[config.mk]
export PLATFORM = sky130hd
export DESIGN_NAME = nttab_cell
export DESIGN_NICKNAME = d
export VERILOG_FILES = /design/src/rtl/nttab_pkg.sv /design/src/rtl/nttab_cell.sv
export SDC_FILE = /design/constraint.sdc
export NUM_CORES = 2
export LEC_CHECK = 0
export BUFFER_PORTS_ARGS = -buffer_cell sky130_fd_sc_hd__buf_2
export CELL_PAD_IN_SITES_DETAIL_PLACEMENT = 1
export CELL_PAD_IN_SITES_GLOBAL_PLACEMENT = 1
export CORE_ASPECT_RATIO = 0.7
export CORE_MARGIN = 1
export CORE_UTILIZATION = 40
export DETAILED_ROUTE_END_ITERATION = 8
export PLACE_DENSITY_LB_ADDON = 0.1
export SYNTH_ARGS = -nofsm -noshare
export SYNTH_HDL_FRONTEND = slang
export SYNTH_SLANG_ARGS = --single-unit
[constraint.sdc]
create_clock -name clk -period 35.4 [get_ports clk]
set_input_delay 3.54 -clock clk [delete_from_list [all_inputs] [get_ports clk]]
set_output_delay 3.54 -clock clk [all_outputs]
set_load 0.1 [all_outputs]
[src/rtl/nttab_pkg.sv]
// ----------------------------------------------------------------------------
// nttab_pkg
// Shared types and constants of the nearest track table.
// ----------------------------------------------------------------------------
package nttab_pkg;

    localparam int MAX_TRACKS = 16;
    localparam int SLOT_W     = $clog2(MAX_TRACKS);
    localparam int COUNT_W    = $clog2(MAX_TRACKS + 1);
    localparam int COORD_W    = 16;
    localparam int TICK_W     = 16;
    localparam int DIST_W     = 33;
    localparam int IN_W       = 56;
    localparam int OUT_W      = 88;

    localparam logic [2:0] CMD_ADD     = 3'd0;
    localparam logic [2:0] CMD_NEAREST = 3'd1;
    localparam logic [2:0] CMD_REPLACE = 3'd2;
    localparam logic [2:0] CMD_KILL    = 3'd3;
    localparam logic [2:0] CMD_TICK    = 3'd4;
    localparam logic [2:0] CMD_SWEEP   = 3'd5;
    localparam logic [2:0] CMD_QUERY   = 3'd6;
    localparam logic [2:0] CMD_UNUSED  = 3'd7;

    localparam logic [1:0] ERR_OK     = 2'd0;
    localparam logic [1:0] ERR_FULL   = 2'd1;
    localparam logic [1:0] ERR_UNUSED = 2'd2;

    localparam logic CFG_IDLE_TIMEOUT = 1'b0;
    localparam logic CFG_FAR_DISTANCE = 1'b1;

    localparam logic [TICK_W-1:0] TICK_MAX = '1;

    typedef struct packed {
        logic                valid;
        logic [2:0]          cmd;
        logic [3:0]          slot;
        logic [COORD_W-1:0]  cx;
        logic [COORD_W-1:0]  cy;
        logic [COORD_W-1:0]  rad;
        logic [COUNT_W-1:0]  used;
        logic [DIST_W-1:0]   best;
        logic [SLOT_W-1:0]   bslot;
        logic                alive;
        logic [TICK_W-1:0]   age;
        logic [TICK_W-1:0]   idle;
        logic [DIST_W-1:0]   dsq;
        logic [COUNT_W-1:0]  active;
    } token_t;

endpackage

[src/rtl/nttab_cell.sv]
// ----------------------------------------------------------------------------
// nttab_cell
// One track slot: applies the passing command token to its own track and
// hands the updated token to the next slot.
// ----------------------------------------------------------------------------
module nttab_cell (
    input  logic                          clk,
    input  logic                          rst_n,
    input  logic [nttab_pkg::SLOT_W-1:0]  idx,
    input  logic [nttab_pkg::TICK_W-1:0]  idle_timeout,
    input  nttab_pkg::token_t             tin,
    output nttab_pkg::token_t             tout
);

    logic [nttab_pkg::COORD_W-1:0] x_reg, x_next, y_reg, y_next, r_reg, r_next;
    logic                          alive_reg, alive_next;
    logic [nttab_pkg::TICK_W-1:0]  age_reg, age_next, idle_reg, idle_next;
    nttab_pkg::token_t             tout_reg, t;

    logic [nttab_pkg::COORD_W-1:0] dx, dy;
    logic [31:0]                   sx, sy;
    logic [nttab_pkg::DIST_W-1:0]  d;
    logic                          in_use, is_slot, counted;

    always_comb
    begin
        dx = (tin.cx >= x_reg) ? tin.cx - x_reg : x_reg - tin.cx;
        dy = (tin.cy >= y_reg) ? tin.cy - y_reg : y_reg - tin.cy;
        sx = dx * dx;
        sy = dy * dy;
        d  = {1'b0, sx} + {1'b0, sy};
    end

    always_comb
    begin
        in_use     = {1'b0, idx} < tin.used;
        is_slot    = in_use && ({{(4-nttab_pkg::SLOT_W){1'b0}}, idx} == tin.slot);
        counted    = in_use || (tin.cmd == nttab_pkg::CMD_ADD && {1'b0, idx} == tin.used);
        x_next     = x_reg;
        y_next     = y_reg;
        r_next     = r_reg;
        alive_next = alive_reg;
        age_next   = age_reg;
        idle_next  = idle_reg;
        t          = tin;
        if (tin.valid)
        begin
            case (tin.cmd)
                nttab_pkg::CMD_ADD:
                begin
                    if ({1'b0, idx} == tin.used)
                    begin
                        x_next     = tin.cx;
                        y_next     = tin.cy;
                        r_next     = tin.rad;
                        alive_next = 1'b1;
                        age_next   = '0;
                        idle_next  = '0;
                        t.alive    = 1'b1;
                        t.age      = '0;
                        t.idle     = '0;
                        t.dsq      = '0;
                    end
                end
                nttab_pkg::CMD_NEAREST:
                begin
                    if (in_use && (idx == '0 || d < tin.best))
                    begin
                        t.alive = alive_reg;
                        t.age   = age_reg;
                        t.idle  = idle_reg;
                        t.dsq   = d;
                    end
                    if (in_use && d < tin.best)
                    begin
                        t.best  = d;
                        t.bslot = idx;
                    end
                end
                nttab_pkg::CMD_REPLACE:
                begin
                    if (is_slot)
                    begin
                        x_next    = tin.cx;
                        y_next    = tin.cy;
                        r_next    = tin.rad;
                        idle_next = '0;
                        t.alive   = alive_reg;
                        t.age     = age_reg;
                        t.idle    = '0;
                        t.dsq     = '0;
                    end
                end
                nttab_pkg::CMD_KILL:
                begin
                    if (is_slot)
                    begin
                        alive_next = 1'b0;
                        t.alive    = 1'b0;
                        t.age      = age_reg;
                        t.idle     = idle_reg;
                        t.dsq      = d;
                    end
                end
                nttab_pkg::CMD_QUERY:
                begin
                    if (is_slot)
                    begin
                        t.alive = alive_reg;
                        t.age   = age_reg;
                        t.idle  = idle_reg;
                        t.dsq   = d;
                    end
                end
                nttab_pkg::CMD_TICK:
                begin
                    if (in_use)
                    begin
                        age_next  = (age_reg == nttab_pkg::TICK_MAX) ? age_reg : age_reg + 1'b1;
                        idle_next = (idle_reg == nttab_pkg::TICK_MAX) ? idle_reg
                                                                      : idle_reg + 1'b1;
                    end
                end
                nttab_pkg::CMD_SWEEP:
                begin
                    if (in_use && idle_reg > idle_timeout)
                        alive_next = 1'b0;
                end
                default:
                begin
                end
            endcase
            if (counted && alive_next)
                t.active = tin.active + 1'b1;
        end
    end

    always_ff @(posedge clk)
    begin
        x_reg     <= x_next;
        y_reg     <= y_next;
        r_reg     <= r_next;
        alive_reg <= alive_next;
        age_reg   <= age_next;
        idle_reg  <= idle_next;
    end

    always_ff @(posedge clk or negedge rst_n)
    begin
        if (!rst_n)
            tout_reg <= '0;
        else
            tout_reg <= t;
    end

    assign tout = tout_reg;

endmodule

==> impl_results.md <==
* Inserted Clock Buffers at 28
* CP max stage cell: nor4_1
* Post-route ant nets at 0
* Slew HR at 22.2%
* Run status: finished, final reports clean
* Share of layout cells above drive strength 1 at 16.1%
* DRT iter0 DRCs at 1404
* EDFF count, synth at 65
* CP endpoint kind: register
* Initial antenna violation count at 2
* Num rows at 81
* Vias in the first global route at 24900
* DR WL/cell at 22.0 um
* Placement Cell Area at 0.0315 mm^2
* Initial Utilization at 40.7%
* CTS Hold Buffers Added at 0
* Critical Path Fanout Max at 40
* Chip height at 226 um
* DR vias/cell at 5.27
* CP max stage delay at 0.98 ns
* Post-CTS sizing at 0
* Peak Freq at 56.8 MHz
* Clock root buffer: clkbuf_16
* I/O Buffers at 359
* Final Core Density at 46.3%
* Finished Cell Area at 0.0325 mm^2
* Crit share post-route at 49.8%
* Synth warnings at 0
* Die Width at 321 um
* CP top delay family: adder cells
* R2R setup slack at 20.52 ns
* DP Wirelength at 78.8 mm
* Minimum clock period at 17.62 ns
* Synth Net Count at 3886
* Synth Instances at 2995
* RSZ-0062 raised after global routing: false
* Most frequent cell after synthesis: inv_1
* Final Hold Violating Endpoints at 0
* Sum of buffers and inverters on the critical path at 9
* GP Congestion at 0.881
* Synth cell types at 85
* Syn avg cell area at 9.54 um^2
* Setup violations, final at 0
* Crit path kind: input port to register
* Startpoint types: input port
* Async SR Flop Fraction at 72.2%
* Largest net degree at the start of global routing at 103
* Slew Viols, Final at 0
* Hold Crit Class: register to register
* Drc violations at 0
* CP required at 35.89 ns
* Die area at 0.0725 mm^2
* Final #Nets at 4213
* Non-Filler Instances at 4298
* Synthesis-to-layout area growth at 13.8%
* Routed Wire Length at 94.5 mm
* First drt pass iteration count at 5
* Dpl cells at 4245
* Yosys top cell area share at 27.5%
* Main area contributors after synthesis: fa_1 (27%), dfrtp_1 (15%), ha_1 (13%)
* Clk sinks at 234
* Via count at 22600
* TritonCTS clock tree: built
* Gr ovfl total at 0
* Core area at 0.0702 mm^2
* Largest register FFs at 169
* Max clock buf depth at 3
* Insertion delay to the later sink of the worst-skew pair at 0.59 ns
* IO Pins at 360
* Slew at the pin with the worst max-slew slack at 1.16 ns
* Register area share after synthesis at 21.6%
* Synth top cells by count: inv_1 (625), fa_1 (392), ha_1 (308)
* Post-CTS setup buffer count at 0
* H-tree levels at 1
* Max-cap violations at 0
* Crit-path most repeated cell: fa_1
* Cell taking the most area after synthesis: fa_1
* Synthesized flop and latch total at 234
* Global-route usage over all layers at 26.7%
* First-pass GRT wire length at 149 mm
* Reg clk slew, reported paths at 0.06 ns
* Setup_tns at 0 ns
* Final Skew at 0.0228 ns
* Ys flop type: dfrtp_1
* Worst EP arrival at 18.11 ns
* Synthesized cell area at 0.0286 mm^2
-- layout make-up --
type / count / area [um^2]
Sequential cell: 234 / 6180
Timing Repair Buffer: 400 / 2110
Multi-Input combinational cell: 2026 / 19700
Inverter: 632 / 2370
Fill cell: 8138 / 37700
Tap cell: 954 / 1190
Antenna cell: 2 / 5.00
Clock inverter: 8 / 75.1
Clock buffer: 42 / 912
-- worst paths after layout --
kind	from	endpoint	cells after the start
max	tin[131]	tout[18]	44
min	alive_reg	tout[70]	1
max reg2reg	y_reg[2]	tout[18]	42
min reg2reg	alive_reg	tout[70]	1
max in group asynchronous	rst_n	tout[92]	2
min in group asynchronous	rst_n	tout[159]	1
-- metal layers --
layer	wire, um	track usage (%)
met2	43600	42.7
met3	5200	3.89
met4	1660	4.58
met5	0	0
met1	44000	38.8
-- logic make-up (layout without fill, tap and decap cells) --
group | count (synthesis) | count (layout) | share of synthesized area (%)
fa+ha+maj | 700 | 700 | 40.9
buf+inv | 735 | 1082 | 9.84
flops | 234 | 234 | 21.6
other cells | 0 | 2 | 0
mux | 76 | 76 | 2.82
compound gates | 473 | 473 | 11.0
xor+xnor | 100 | 100 | 3.21
simple gates | 677 | 677 | 10.6
-- metrics by stage --
step                      setup WS (ns)  hold slack (ns)
after floorplan                   20.10            0.505
final                             17.78            0.600
after detailed placement          17.52            0.586
after global placement            17.75            0.544
after CTS                         18.07            0.600
after global routing              17.23            0.622
-- cells in the final DEF, fill, tap and decap left out, types with 29 or more instances in the layout --
cell type / Yosys / final
mux2_2: 34 / 34
inv_1: 625 / 625
nand2_1: 168 / 168
clkbuf_16: 0 / 35
buf_4: 1 / 40
o21ai_0: 73 / 73
edfxtp_1: 65 / 65
mux2i_1: 41 / 41
xnor2_1: 55 / 52
ha_1: 308 / 308
nor2_1: 295 / 293
xor2_1: 41 / 41
fa_1: 392 / 392
a21o_1: 46 / 46
nand3_1: 42 / 42
a21oi_1: 159 / 158
dfrtp_1: 169 / 169
o22ai_1: 29 / 29
buf_2: 32 / 358
Power is not shown: default switching activity piles up to over one toggle a cycle in this logic, so the estimate is an artifact.
